### config.mk
export PLATFORM = sky130hd
export DESIGN_NAME = sync_framed_payload_deframer_flat
export DESIGN_NICKNAME = d
export VERILOG_FILES = /design/src/sfd_pkg.sv /design/src/sfd_byte_if.sv /design/src/sfd_word_if.sv /design/src/sync_framed_payload_deframer.sv /design/src/flat_wrapper.sv
export SDC_FILE = /design/constraint.sdc
export NUM_CORES = 1
export LEC_CHECK = 0
export BUFFER_PORTS_ARGS = -buffer_cell sky130_fd_sc_hd__buf_2
export CAP_MARGIN = 20
export CORE_MARGIN = 2
export CORE_UTILIZATION = 45
export CTS_BUF_LIST = sky130_fd_sc_hd__clkbuf_16
export DETAILED_ROUTE_END_ITERATION = 10
export SLEW_MARGIN = 25
export SYNTH_ARGS = -nofsm -noshare
export SYNTH_HDL_FRONTEND = slang
export SYNTH_SLANG_ARGS = --single-unit
### constraint.sdc
create_clock -name i_clk -period 2.6 [get_ports i_clk]
set_clock_uncertainty 0.1 [all_clocks]
set_input_delay 0.26 -clock i_clk [delete_from_list [all_inputs] [get_ports i_clk]]
set_output_delay 0.26 -clock i_clk [all_outputs]
set_load 0.05 [all_outputs]
### src/sfd_pkg.sv
// Package for the framed payload deframer: frame stages, sync bytes and sizes.
// No dependencies; used by the interfaces and the top level.
package sfd_pkg;

    // Sync characters of the header and trailer.
    localparam logic [7:0] SYNC_CR = 8'h0D;
    localparam logic [7:0] SYNC_LF = 8'h0A;

    // Default payload length and the cap on words sent per frame.
    localparam int PAYLOAD_BYTES_DEF = 24;
    localparam int MAX_WORDS         = 6;

    typedef logic [7:0]  t_byte;
    typedef logic [31:0] t_word;
    typedef logic [2:0]  t_word_idx;

    // Frame stages.
    typedef enum logic [2:0] {
        ST_HUNT     = 3'd0,
        ST_GOT_CR   = 3'd1,
        ST_PAYLOAD  = 3'd2,
        ST_TRAIL_LF = 3'd3,
        ST_TRAIL_CR = 3'd4
    } t_stage;

endpackage

### src/sfd_byte_if.sv
// Receive-byte channel: valid/ready handshake carrying one serial byte per beat.
// Depends on sfd_pkg.
interface sfd_byte_if;
    logic          valid;
    logic          ready;
    sfd_pkg::t_byte rx_byte;

    modport source (output valid, output rx_byte, input ready);
    modport sink   (input valid, input rx_byte, output ready);
endinterface

### src/sfd_word_if.sv
// Payload-word channel: valid/ready handshake carrying one word, its index and last flag.
// Depends on sfd_pkg.
interface sfd_word_if;
    logic              valid;
    logic              ready;
    sfd_pkg::t_word     word_value;
    sfd_pkg::t_word_idx word_index;
    logic              last_word;

    modport source (output valid, output word_value, output word_index, output last_word,
                    input ready);
    modport sink   (input valid, input word_value, input word_index, input last_word,
                    output ready);
endinterface

### src/sync_framed_payload_deframer.sv
// Top level of the CR LF synchronized fixed-length frame deframer.
// Depends on sfd_pkg, sfd_byte_if and sfd_word_if.
//
//   Channel   Direction  Beat payload
//   i_rx      in         rx_byte (8 bits)
//   o_word    out        word_value (32), word_index (3), last_word (1)
//
// One byte is taken per cycle while i_rx.ready is high; the stage register
// holds the new frame state in the cycle after. A closing CR starts a burst
// of min(PAYLOAD_BYTES/4, 6) words, one per cycle from the output register
// while the sink keeps ready high. Header bytes are still taken in a burst;
// a payload byte waits until r_busy falls, when the burst has left the store.
// Reset (i_rst_n low, synchronous) returns to the header hunt with no burst pending.
module sync_framed_payload_deframer #(
    parameter int PAYLOAD_BYTES = sfd_pkg::PAYLOAD_BYTES_DEF
) (
    input  logic        i_clk,
    input  logic        i_rst_n,
    sfd_byte_if.sink    i_rx,
    sfd_word_if.source  o_word
);

    // Derived sizes: words sent per frame and bytes kept from the payload.
    localparam int NUM_WORDS = (PAYLOAD_BYTES / 4 > sfd_pkg::MAX_WORDS) ?
                               sfd_pkg::MAX_WORDS : PAYLOAD_BYTES / 4;
    localparam int KEEP_BYTES = NUM_WORDS * 4;
    localparam int POS_W      = $clog2(PAYLOAD_BYTES);
    localparam int WSEL_W     = (NUM_WORDS > 1) ? $clog2(NUM_WORDS) : 1;

    sfd_pkg::t_stage    r_stage, n_stage;
    logic [POS_W-1:0]   r_pos, n_pos;
    sfd_pkg::t_word     r_store [NUM_WORDS];
    logic               r_busy;
    sfd_pkg::t_word_idx r_cnt;
    logic               r_out_valid;
    sfd_pkg::t_word     r_out_word;
    sfd_pkg::t_word_idx r_out_idx;
    logic               r_out_last;

    logic               w_rx_fire;
    logic               w_done;
    logic               w_store_we;
    logic               w_load;
    logic               w_cnt_last;
    logic [WSEL_W-1:0]  w_wr_word;

    // Payload bytes wait while a burst still reads the store.
    assign i_rx.ready = !(r_busy && (r_stage == sfd_pkg::ST_PAYLOAD));
    assign w_rx_fire  = i_rx.valid && i_rx.ready;

    // Frame stage and payload position, next values.
    always_comb begin
        n_stage    = r_stage;
        n_pos      = r_pos;
        w_done     = 1'b0;
        w_store_we = 1'b0;
        if (w_rx_fire) begin
            unique case (r_stage)
                sfd_pkg::ST_HUNT: begin
                    if (i_rx.rx_byte == sfd_pkg::SYNC_CR) begin
                        n_stage = sfd_pkg::ST_GOT_CR;
                    end
                end
                sfd_pkg::ST_GOT_CR: begin
                    if (i_rx.rx_byte == sfd_pkg::SYNC_LF) begin
                        n_pos   = '0;
                        n_stage = sfd_pkg::ST_PAYLOAD;
                    end else if (i_rx.rx_byte != sfd_pkg::SYNC_CR) begin
                        n_stage = sfd_pkg::ST_HUNT;
                    end
                end
                sfd_pkg::ST_PAYLOAD: begin
                    w_store_we = ({1'b0, r_pos} < (POS_W + 1)'(KEEP_BYTES));
                    if (r_pos == POS_W'(PAYLOAD_BYTES - 1)) begin
                        n_pos   = '0;
                        n_stage = sfd_pkg::ST_TRAIL_LF;
                    end else begin
                        n_pos = r_pos + 1'b1;
                    end
                end
                sfd_pkg::ST_TRAIL_LF: begin
                    n_stage = (i_rx.rx_byte == sfd_pkg::SYNC_LF) ?
                              sfd_pkg::ST_TRAIL_CR : sfd_pkg::ST_HUNT;
                end
                sfd_pkg::ST_TRAIL_CR: begin
                    w_done  = (i_rx.rx_byte == sfd_pkg::SYNC_CR);
                    n_stage = sfd_pkg::ST_HUNT;
                end
                default: begin
                    n_stage = sfd_pkg::ST_HUNT;
                end
            endcase
        end
    end

    // Stage and position registers.
    always_ff @(posedge i_clk) begin
        if (!i_rst_n) begin
            r_stage <= sfd_pkg::ST_HUNT;
            r_pos   <= '0;
        end else begin
            r_stage <= n_stage;
            r_pos   <= n_pos;
        end
    end

    // Payload store, kept as little-endian words with a byte lane per position.
    assign w_wr_word = WSEL_W'(r_pos >> 2);

    always_ff @(posedge i_clk) begin
        if (w_store_we) begin
            r_store[w_wr_word][r_pos[1:0]*8 +: 8] <= i_rx.rx_byte;
        end
    end

    // Burst sequencer feeding the output register one word per beat.
    assign w_load     = r_busy && (!r_out_valid || o_word.ready);
    assign w_cnt_last = (r_cnt == 3'(NUM_WORDS - 1));

    always_ff @(posedge i_clk) begin
        if (!i_rst_n) begin
            r_busy      <= 1'b0;
            r_cnt       <= '0;
            r_out_valid <= 1'b0;
        end else begin
            if (w_done) begin
                r_busy <= 1'b1;
                r_cnt  <= '0;
            end else if (w_load) begin
                r_busy <= !w_cnt_last;
                r_cnt  <= r_cnt + 1'b1;
            end
            if (w_load) begin
                r_out_valid <= 1'b1;
            end else if (o_word.ready) begin
                r_out_valid <= 1'b0;
            end
        end
    end

    // Output payload register.
    always_ff @(posedge i_clk) begin
        if (w_load) begin
            r_out_word <= r_store[r_cnt[WSEL_W-1:0]];
            r_out_idx  <= r_cnt;
            r_out_last <= w_cnt_last;
        end
    end

    assign o_word.valid      = r_out_valid;
    assign o_word.word_value = r_out_word;
    assign o_word.word_index = r_out_idx;
    assign o_word.last_word  = r_out_last;

    // A payload byte is never taken while a burst still reads the store.
    a_no_write_in_burst: assert property (@(posedge i_clk) disable iff (!i_rst_n)
        (r_busy && (r_stage == sfd_pkg::ST_PAYLOAD)) |-> !w_rx_fire)
        else $error("payload byte accepted during a word burst");

    // A completed frame always starts a burst.
    a_done_starts_burst: assert property (@(posedge i_clk) disable iff (!i_rst_n)
        w_done |=> (r_busy && (r_cnt == '0)))
        else $error("completed frame did not start a burst");

    // The last flag marks exactly the final word index.
    a_last_index: assert property (@(posedge i_clk) disable iff (!i_rst_n)
        o_word.valid |-> (o_word.last_word == (o_word.word_index == 3'(NUM_WORDS - 1))))
        else $error("last flag does not match the word index");

    // Reset leaves no word on the output.
    a_reset_clears: assert property (@(posedge i_clk)
        !i_rst_n |=> !o_word.valid)
        else $error("output valid after reset");

endmodule
### src/flat_wrapper.sv
// flat-port wrapper written by rule: the top's interface ports become plain ports
module sync_framed_payload_deframer_flat 
#(
    parameter int PAYLOAD_BYTES = sfd_pkg::PAYLOAD_BYTES_DEF
)
  (i_clk, i_rst_n, i_rx_valid, i_rx_rx_byte, i_rx_ready, o_word_valid, o_word_word_value, o_word_word_index, o_word_last_word, o_word_ready);
  sfd_byte_if i_rx_i ();
  sfd_word_if o_word_i ();
  input  logic i_clk;
  input  logic i_rst_n;
  input wire logic [$bits(i_rx_i.valid)-1:0] i_rx_valid;
  input wire logic [$bits(i_rx_i.rx_byte)-1:0] i_rx_rx_byte;
  output wire logic [$bits(i_rx_i.ready)-1:0] i_rx_ready;
  output wire logic [$bits(o_word_i.valid)-1:0] o_word_valid;
  output wire logic [$bits(o_word_i.word_value)-1:0] o_word_word_value;
  output wire logic [$bits(o_word_i.word_index)-1:0] o_word_word_index;
  output wire logic [$bits(o_word_i.last_word)-1:0] o_word_last_word;
  input wire logic [$bits(o_word_i.ready)-1:0] o_word_ready;
  assign i_rx_i.valid = i_rx_valid;
  assign i_rx_i.rx_byte = i_rx_rx_byte;
  assign i_rx_ready = i_rx_i.ready;
  assign o_word_valid = o_word_i.valid;
  assign o_word_word_value = o_word_i.word_value;
  assign o_word_word_index = o_word_i.word_index;
  assign o_word_last_word = o_word_i.last_word;
  assign o_word_i.ready = o_word_ready;
  sync_framed_payload_deframer #(.PAYLOAD_BYTES(PAYLOAD_BYTES)) u_core (.i_clk(i_clk), .i_rst_n(i_rst_n), .i_rx(i_rx_i), .o_word(o_word_i));
endmodule
==> impl_metrics.prom, run 1 <==
# TYPE chip_impl_metric gauge
chip_impl_info{name="status",value="completed"} 1
chip_impl_metric{name="floorplan.initialDensity",unit="%"} 45.55
chip_impl_metric{name="detail_route.vias_per_cell",unit=""} 5.231
chip_impl_metric{name="antenna_cells_inserted",unit=""} 0
chip_impl_metric{name="num-nets-final",unit=""} 657
chip_impl_metric{name="net-switching-power",unit="mW"} 1.394
chip_impl_metric{name="crit_arrival",unit="ns"} 2.27
chip_impl_info{name="synth_area_leader_cell",value="sky130_fd_sc_hd__edfxtp_1"} 1
chip_impl_metric{name="max_slew_margin",unit="%"} 52.71
chip_impl_metric{name="slew_viol_final",unit=""} 0
chip_impl_metric{name="fp.dieArea",unit="um2"} 22320
chip_impl_info{name="post_synth_most_frequent_cells",value="228 x sky130_fd_sc_hd__edfxtp_1, 60 x sky130_fd_sc_hd__nor2_1, 35 x sky130_fd_sc_hd__mux2i_1, 34 x sky130_fd_sc_hd__a21oi_1, 32 x sky130_fd_sc_hd__mux4_2"} 1
chip_impl_metric{name="leakage",unit="nW"} 3.282
chip_impl_metric{name="synthAdderAreaFrac",unit="%"} 0.9204
chip_impl_metric{name="globalRouteMet2Util",unit="%"} 29.13
chip_impl_metric{name="proportion_of_netlist_area_held_by_the_largest_area_contributor",unit="%"} 71.95
chip_impl_info{name="cts_root_buf",value="sky130_fd_sc_hd__clkbuf_16"} 1
chip_impl_metric{name="area.sequential",unit="um2"} 7112
chip_impl_metric{name="die_w",unit="um"} 149.4
chip_impl_metric{name="drtAntennaViolNets",unit=""} 0
chip_impl_metric{name="finalWorstPathRequiredPeriod",unit="ns"} 2.053
chip_impl_metric{name="floorplan.die.height",unit="um"} 149.4
chip_impl_metric{name="post_synth_and_or_nand_nor_area_fraction",unit="%"} 8.600
chip_impl_metric{name="postSynth.asyncResetShare",unit="%"} 0
chip_impl_metric{name="cellInternalPower",unit="mW"} 6.031
chip_impl_metric{name="floorplan.io_pins",unit=""} 50
chip_impl_metric{name="synth_area",unit="um2"} 9515
chip_impl_metric{name="setup_violations",unit=""} 0
chip_impl_metric{name="detailroute.via_count",unit=""} 4860
chip_impl_info{name="critPathLaunchType",value="flop"} 1
chip_impl_info{name="grt_setup_unrepaired",value="no"} 1
chip_impl_info{name="synth_top_family_by_area",value="multiplexers"} 1
chip_impl_metric{name="wire_per_inst",unit="um"} 20.04
chip_impl_info{name="post-synth-top-count-cell",value="sky130_fd_sc_hd__edfxtp_1"} 1
chip_impl_info{name="critical_path.cell_chain",value="inv_1 -> ha_1 -> nor3b_1 -> buf_4 -> and2_1"} 1
chip_impl_metric{name="grt_util_met1",unit="%"} 23.82
chip_impl_metric{name="finish.cell_count_without_fillers",unit=""} 929
chip_impl_metric{name="power_frac_clock",unit="%"} 42.8
chip_impl_metric{name="share_seq_of_total_power",unit="%"} 56.4
chip_impl_metric{name="max-cap-violations",unit=""} 0
chip_impl_metric{name="layout-drive-gt1-share",unit="%"} 24.77
chip_impl_metric{name="cts_setup_buffers",unit=""} 0
chip_impl_metric{name="worst_skew_pair.late_latency",unit="ns"} 0.51
chip_impl_info{name="post_synth_main_area_contributors",value="sky130_fd_sc_hd__edfxtp_1 72%, sky130_fd_sc_hd__mux4_2 7.6%, sky130_fd_sc_hd__mux2i_1 3.7%"} 1
chip_impl_metric{name="synth-warning-count",unit=""} 0
chip_impl_metric{name="numPlacedInstances",unit=""} 887
chip_impl_metric{name="grt_max_degree",unit=""} 44
chip_impl_metric{name="post_synth_mux_area_share",unit="%"} 11.41
chip_impl_metric{name="syn_avg_cell_area",unit="um2"} 17.30
chip_impl_metric{name="timing.fmax",unit="MHz"} 487.0
chip_impl_metric{name="setup_total_negative_slack",unit="ns"} 0
chip_impl_metric{name="fillerInstances",unit=""} 1698
chip_impl_metric{name="synth.ff_latch_count",unit=""} 241
chip_impl_info{name="hold_path.class",value="input port to flop"} 1
chip_impl_metric{name="ys_seq_area_share",unit="%"} 74.69
chip_impl_info{name="end_kind",value="flop"} 1
chip_impl_metric{name="syn_inst",unit=""} 550
chip_impl_metric{name="mappedNetlistNets",unit=""} 569
chip_impl_metric{name="dp.final_hpwl",unit="um"} 11620
chip_impl_metric{name="p_sw_share",unit="%"} 18.78
chip_impl_metric{name="worst-slew-pin-transition",unit="ns"} 0.6998
chip_impl_metric{name="timing.final.hold_violations",unit=""} 0
chip_impl_metric{name="worst-endpoint-required",unit="ns"} 2.82
chip_impl_info{name="critPathSlowestCell",value="sky130_fd_sc_hd__dfxtp_1"} 1
chip_impl_metric{name="core_outline_area",unit="um2"} 20890
chip_impl_metric{name="gp_routability_congestion",unit=""} 0.8685
chip_impl_metric{name="worst_ir_drop_vdd",unit="uV"} 414.5
chip_impl_metric{name="antenna_found_initial",unit=""} 0
chip_impl_metric{name="slowest_delay",unit="ns"} 0.47
chip_impl_metric{name="timing.final.crit_share",unit="%"} 78.97
chip_impl_info{name="synthFlopType",value="sky130_fd_sc_hd__edfxtp_1"} 1
chip_impl_metric{name="growth_of_design_area_from_synthesis_to_finish",unit="%"} 16.61
chip_impl_metric{name="port-buffer-count",unit=""} 49
chip_impl_metric{name="synth_compound_area_share",unit="%"} 2.919
chip_impl_metric{name="power_density",unit="nW/um2"} 669.2
chip_impl_metric{name="grt.total_usage",unit="%"} 17.38
chip_impl_metric{name="cts.repair.resized",unit=""} 0
chip_impl_metric{name="drtIter0Drc",unit=""} 360
chip_impl_metric{name="m3_gr_usage",unit="%"} 2.470
chip_impl_metric{name="grt-ovfl-total",unit=""} 0
chip_impl_metric{name="grt_first_pass_wirelength",unit="um"} 28880
chip_impl_metric{name="cts.hold.buffers_added",unit=""} 0
chip_impl_metric{name="finalCoreUtilization",unit="%"} 53.12
chip_impl_metric{name="std_cell_rows",unit=""} 53
chip_impl_metric{name="synth.distinct_cells",unit=""} 46
chip_impl_metric{name="drc_errors",unit=""} 0
chip_impl_metric{name="worst_setup_hold_path_clk_slew",unit="ns"} 0.06
chip_impl_metric{name="totalWireLength",unit="um"} 18610
chip_impl_metric{name="synthXorXnorAreaFrac",unit="%"} 0.1841
chip_impl_metric{name="clock_buffers_created_by_tritoncts",unit=""} 24
chip_impl_metric{name="power_frac_comb",unit="%"} 0.8
chip_impl_metric{name="multi_input_area",unit="um2"} 2288
chip_impl_metric{name="crit_fanout",unit=""} 8
chip_impl_metric{name="h-tree-depth",unit=""} 1
chip_impl_metric{name="grt_pass1_vias",unit=""} 4947
chip_impl_metric{name="first_pass_iters",unit=""} 4
chip_impl_metric{name="cts_buffer_depth",unit=""} 3
chip_impl_metric{name="number_of_flops_mapped_to_enable_cells_by_yosys",unit=""} 228
chip_impl_info{name="cts_tree",value="built"} 1
chip_impl_metric{name="clock_sink_count",unit=""} 241
chip_impl_info{name="worst-setup-path-type",value="flop to flop"} 1
chip_impl_info{name="grt-busiest-layer",value="met2"} 1
-- cells in the final DEF (no fill, tap or decap), types with 2 or more instances in the layout --
cell and n:
sky130_fd_sc_hd__and3_1 2, sky130_fd_sc_hd__and2_2 5, sky130_fd_sc_hd__buf_12 6, sky130_fd_sc_hd__inv_1 10
sky130_fd_sc_hd__nand2b_1 2, sky130_fd_sc_hd__clkinv_2 3, sky130_fd_sc_hd__and2_1 30, sky130_fd_sc_hd__nor3_1 4
sky130_fd_sc_hd__nor4_1 2, sky130_fd_sc_hd__buf_4 31, sky130_fd_sc_hd__nand3_1 4, sky130_fd_sc_hd__a21boi_0 3
sky130_fd_sc_hd__clkbuf_16 25, sky130_fd_sc_hd__dfxtp_1 11, sky130_fd_sc_hd__mux4_2 32, sky130_fd_sc_hd__nand3b_1 5
sky130_fd_sc_hd__edfxtp_1 228, sky130_fd_sc_hd__a21oi_1 34, sky130_fd_sc_hd__clkinvlp_4 2, sky130_fd_sc_hd__buf_2 49
sky130_fd_sc_hd__nand4_1 4, sky130_fd_sc_hd__mux2i_1 35, sky130_fd_sc_hd__nor3b_1 6, sky130_fd_sc_hd__or3_1 2
sky130_fd_sc_hd__o21ai_0 2, sky130_fd_sc_hd__clkinv_1 8, sky130_fd_sc_hd__nand2_1 19, sky130_fd_sc_hd__ha_1 7
sky130_fd_sc_hd__nor2_1 60
-- cell type report --
| class | instances | share of cell area (%) |
|---|---|---|
| timing repair buffer | 86 | 5.390 |
| tap | 275 | 3.101 |
| multi-input combinational | 278 | 20.62 |
| inverter | 7 | 0.2368 |
| sequential | 241 | 64.10 |
| clock inverter | 17 | 0.9134 |
| clock buffer | 25 | 5.638 |
-- worst max-delay path, delay by kind of cell (launching register included) --
family	cells	cell delay [ns]
AND/OR/NAND/NOR	2	0.52
flip-flops	1	0.47
adder cells (fa/ha/maj)	1	0.41
buffers and inverters	2	0.38
-- sequential cells by signal, summed over array words and instances (netlist names) --
signal                    cells
u_core.o_word.word_value     32
u_core.r_cnt                  3
u_core.r_busy                 1
u_core.r_store              192
u_core.o_word.valid           1
u_core.r_stage                3
u_core.o_word.word_index      3
u_core.o_word.last_word       1
u_core.r_pos                  5
-- per-layer routing --
metal	part of all wire (%)	vias to the layer above
li1	-	2304
met3	4.2	31
met1	44	2433
met4	2.2	0
met2	50	92
met5	0	-
-- worst paths after layout --
kind	from	to	slack, ns	cells after the start
max	u_core.r_pos[0]$_SDFFE_PN0P_	u_core.r_store[3][13]$_DFFE_PP_	0.55	5
min	i_rx_valid	u_core.r_pos[0]$_SDFFE_PN0P_	0.03	3
max reg2reg	u_core.r_pos[0]$_SDFFE_PN0P_	u_core.r_store[3][13]$_DFFE_PP_	0.55	5
min reg2reg	u_core.r_pos[1]$_SDFFE_PN0P_	u_core.r_pos[1]$_SDFFE_PN0P_	0.43	2
-- metrics by stage --
stage | total power, mW | instance area [um2] | worst slack (ns) | hold WS, ns
after floorplan | 4.295 | 9515 | 0.2150 | 0.3087
after global placement | 4.327 | 10370 | 0.4496 | 0.4066
after detailed placement | 4.330 | 10370 | 0.3876 | 0.4298
after CTS | 7.487 | 11100 | 0.5584 | 0.007310
after global routing | 7.651 | 11100 | 0.3644 | 0.03954
final | 7.425 | 11100 | 0.5467 | 0.02623
-- cell families (layout without fill, tap and decap cells) --
kind of cell             count (synthesis)  after routing
XOR/XNOR                                 2              2
adder cells (fa/ha/maj)                  7              7
buffers and inverters                   31            135
multiplexers                            68             68
flip-flops                             241            241
AND/OR/NAND/NOR                        155            155
AO/OA/AOI/OAI                           46             46
-- power groups by stage --
stage,Combinational [mW],Sequential [mW],Clock (mW)
floorplan,0.0202,4.27,0
global placement,0.0534,4.27,0
detailed placement,0.0564,4.27,0
CTS,0.0567,4.19,3.24
global route,0.0608,4.19,3.40
finish,0.0563,4.19,3.18
No activity file was read; power rests on OpenSTA's default activity.
==> run 2, diff against run 1 <==
clock period = 2.1 ns   (was 2.6 ns; I/O delays follow)
==> impl_metrics.prom, run 2 (synthesis results as in run 1) <==
# TYPE chip_impl_metric gauge
chip_impl_info{name="status",value="completed"} 1
chip_impl_metric{name="placement.setup.worst_slack",unit="ns"} 0.09086
chip_impl_metric{name="gp_routability_congestion",unit=""} 0.8803
chip_impl_metric{name="max_slew_margin",unit="%"} 57.90
chip_impl_metric{name="dp.final_hpwl",unit="um"} 11750
chip_impl_metric{name="whs",unit="ns"} 0.08333
chip_impl_info{name="hold_path.class",value="input port to flop"} 1
chip_impl_info{name="cts_root_buf",value="sky130_fd_sc_hd__clkbuf_16"} 1
chip_impl_metric{name="worst_setup_hold_path_clk_slew",unit="ns"} 0.06
chip_impl_metric{name="wire_per_inst",unit="um"} 20.11
chip_impl_metric{name="grt-ovfl-total",unit=""} 0
chip_impl_metric{name="finish.cell_count_without_fillers",unit=""} 947
chip_impl_metric{name="drtAntennaViolNets",unit=""} 0
chip_impl_info{name="critical_path.reg2reg.startpoint",value="u_core.r_pos[0]$_SDFFE_PN0P_"} 1
chip_impl_metric{name="slew_viol_final",unit=""} 0
chip_impl_metric{name="crit_fanout",unit=""} 7
chip_impl_metric{name="power_density",unit="nW/um2"} 834.4
chip_impl_metric{name="clock_buffers_created_by_tritoncts",unit=""} 24
chip_impl_metric{name="finalWorstPathRequiredPeriod",unit="ns"} 1.923
chip_impl_metric{name="worstRegToRegCells",unit=""} 6
chip_impl_metric{name="power_frac_clock",unit="%"} 43.9
chip_impl_metric{name="first_pass_iters",unit=""} 4
chip_impl_info{name="hold_end",value="u_core.r_stage[2]$_SDFFE_PN0P_"} 1
chip_impl_info{name="end_kind",value="flop"} 1
chip_impl_metric{name="share_seq_of_total_power",unit="%"} 55.2
chip_impl_metric{name="post-route-worst-setup-slack",unit="ns"} 0.1767
chip_impl_metric{name="placed_cell_area",unit="um2"} 10460
chip_impl_metric{name="port-buffer-count",unit=""} 49
chip_impl_metric{name="num-nets-final",unit=""} 673
chip_impl_metric{name="net-switching-power",unit="mW"} 1.781
chip_impl_metric{name="timing.reg2reg.setup_slack",unit="ns"} 0.18
chip_impl_metric{name="cellInternalPower",unit="mW"} 7.613
chip_impl_info{name="min-delay-start",value="i_rx_rx_byte[5]"} 1
chip_impl_metric{name="grt_pass1_vias",unit=""} 5088
chip_impl_metric{name="h-tree-depth",unit=""} 1
chip_impl_metric{name="setup_total_negative_slack",unit="ns"} 0
chip_impl_metric{name="drtIter0Drc",unit=""} 358
chip_impl_metric{name="floorplan.die.height",unit="um"} 149.4
chip_impl_metric{name="die_w",unit="um"} 149.4
chip_impl_metric{name="fillerInstances",unit=""} 1712
chip_impl_info{name="cts_tree",value="built"} 1
chip_impl_metric{name="floorplan.io_pins",unit=""} 50
chip_impl_metric{name="stdcell_area",unit="um2"} 11260
chip_impl_metric{name="floorplan.initialDensity",unit="%"} 45.55
chip_impl_metric{name="timing.fmax",unit="MHz"} 519.9
chip_impl_metric{name="setup_violations",unit=""} 0
chip_impl_metric{name="timing.final.hold_violations",unit=""} 0
chip_impl_metric{name="totalWireLength",unit="um"} 19050
chip_impl_info{name="setup.worst_path.start",value="u_core.r_pos[0]$_SDFFE_PN0P_"} 1
chip_impl_info{name="critPathLaunchType",value="flop"} 1
chip_impl_metric{name="antenna_cells_inserted",unit=""} 0
chip_impl_metric{name="p_total",unit="mW"} 9.394
chip_impl_metric{name="max-cap-violations",unit=""} 0
chip_impl_metric{name="largest_reg_flops",unit=""} 192
chip_impl_metric{name="core_outline_area",unit="um2"} 20890
chip_impl_metric{name="std_cell_rows",unit=""} 53
chip_impl_metric{name="drc_errors",unit=""} 0
chip_impl_metric{name="fp.dieArea",unit="um2"} 22320
chip_impl_info{name="most_frequent_cells_in_the_layout",value="228 x sky130_fd_sc_hd__edfxtp_1, 60 x sky130_fd_sc_hd__nor2_1, 49 x sky130_fd_sc_hd__buf_2, 47 x sky130_fd_sc_hd__buf_4, 35 x sky130_fd_sc_hd__mux2i_1"} 1
chip_impl_metric{name="finalCoreUtilization",unit="%"} 53.90
chip_impl_metric{name="power_frac_comb",unit="%"} 0.9
chip_impl_metric{name="worst_skew_pair.late_latency",unit="ns"} 0.52
chip_impl_info{name="worst-setup-path-type",value="flop to flop"} 1
chip_impl_metric{name="timing.final.crit_share",unit="%"} 91.59
chip_impl_metric{name="cts_buffer_depth",unit=""} 3
chip_impl_metric{name="grt_first_pass_wirelength",unit="um"} 29240
chip_impl_metric{name="grt.total_usage",unit="%"} 17.64
chip_impl_metric{name="worst_ir_drop_vdd",unit="uV"} 472.1
chip_impl_metric{name="crit_arrival",unit="ns"} 2.22
chip_impl_metric{name="p_sw_share",unit="%"} 18.95
chip_impl_metric{name="numPlacedInstances",unit=""} 901
chip_impl_metric{name="detail_route.vias_per_cell",unit=""} 5.232
chip_impl_info{name="critical_path.reg2reg.endpoint",value="u_core.r_stage[1]$_SDFFE_PN0P_"} 1
chip_impl_metric{name="layout-drive-gt1-share",unit="%"} 27.53
chip_impl_metric{name="clock_sink_count",unit=""} 241
chip_impl_metric{name="leakage",unit="nW"} 3.393
chip_impl_metric{name="antenna_found_initial",unit=""} 1
chip_impl_metric{name="worst-slew-pin-transition",unit="ns"} 0.6231
chip_impl_metric{name="worst_hold_path.num_cells",unit=""} 5
chip_impl_info{name="mostFrequentLayoutCell",value="sky130_fd_sc_hd__edfxtp_1"} 1
chip_impl_metric{name="grt_max_degree",unit=""} 36
chip_impl_info{name="grt_setup_unrepaired",value="no"} 1
chip_impl_metric{name="worst-endpoint-required",unit="ns"} 2.40
chip_impl_metric{name="growth_of_design_area_from_synthesis_to_finish",unit="%"} 18.32
chip_impl_metric{name="detailroute.via_count",unit=""} 4955
## run 2: power by group through the flow
stage	Clock, mW	Sequential (mW)	Combinational (mW)
global placement	0	5.29	0.0786
global route	4.40	5.19	0.0878
finish	4.12	5.19	0.0825
CTS	4.22	5.19	0.0832
floorplan	0	5.29	0.0250
detailed placement	0	5.29	0.0802
## run 2: per-layer routing
layer / share of wire (%) / up-vias / global-route usage, %
met3: 5.7 / 29 / 2.805
met1: 44 / 2468 / 24.99
met2: 48 / 125 / 28.88
met4: 1.7 / 0 / 4.429
li1: - / 2333 / -
met5: 0 / - / 0
## run 2: worst max-delay path by stage
stage,depth (start not counted),to,slack (ns)
after floorplan,5,u_core.r_store[0][0]$_DFFE_PP_,-0.03
after global placement,4,u_core.r_store[0][20]$_DFFE_PP_,-0.07
after global routing,5,u_core.r_store[3][1]$_DFFE_PP_,0.06
after detailed placement,5,u_core.r_stage[1]$_SDFFE_PN0P_,0.09
after CTS,5,u_core.r_store[3][1]$_DFFE_PP_,0.17
final,6,u_core.r_stage[1]$_SDFFE_PN0P_,0.18
## run 2: timing repair
action	4_1_cts	5_1_grt
resized for setup	0	1
endpoints found under the hold margin	7	0
setup buffers	0	0
endpoints found under the setup margin	0	47
hold buffers	2	0
## run 2: critical path: stages, from the launching register on
cell and delay [ns]:
sky130_fd_sc_hd__dfxtp_1 0.32, sky130_fd_sc_hd__buf_4 0.15, sky130_fd_sc_hd__ha_1 0.22, sky130_fd_sc_hd__nand4b_1 0.13
sky130_fd_sc_hd__and2_1 0.22, sky130_fd_sc_hd__a2111oi_4 0.33, sky130_fd_sc_hd__mux2_4 0.33
## run 2: layout make-up
class                      count  area [um2]  share of cell area [%]
tap                          275       344.1                   3.056
clock inverter                19       143.9                   1.278
multi-input combinational    278        2308                   20.50
clock buffer                  25       625.6                   5.557
timing repair buffer         102       698.2                   6.201
inverter                       7       26.28                  0.2334
sequential                   241        7112                   63.17
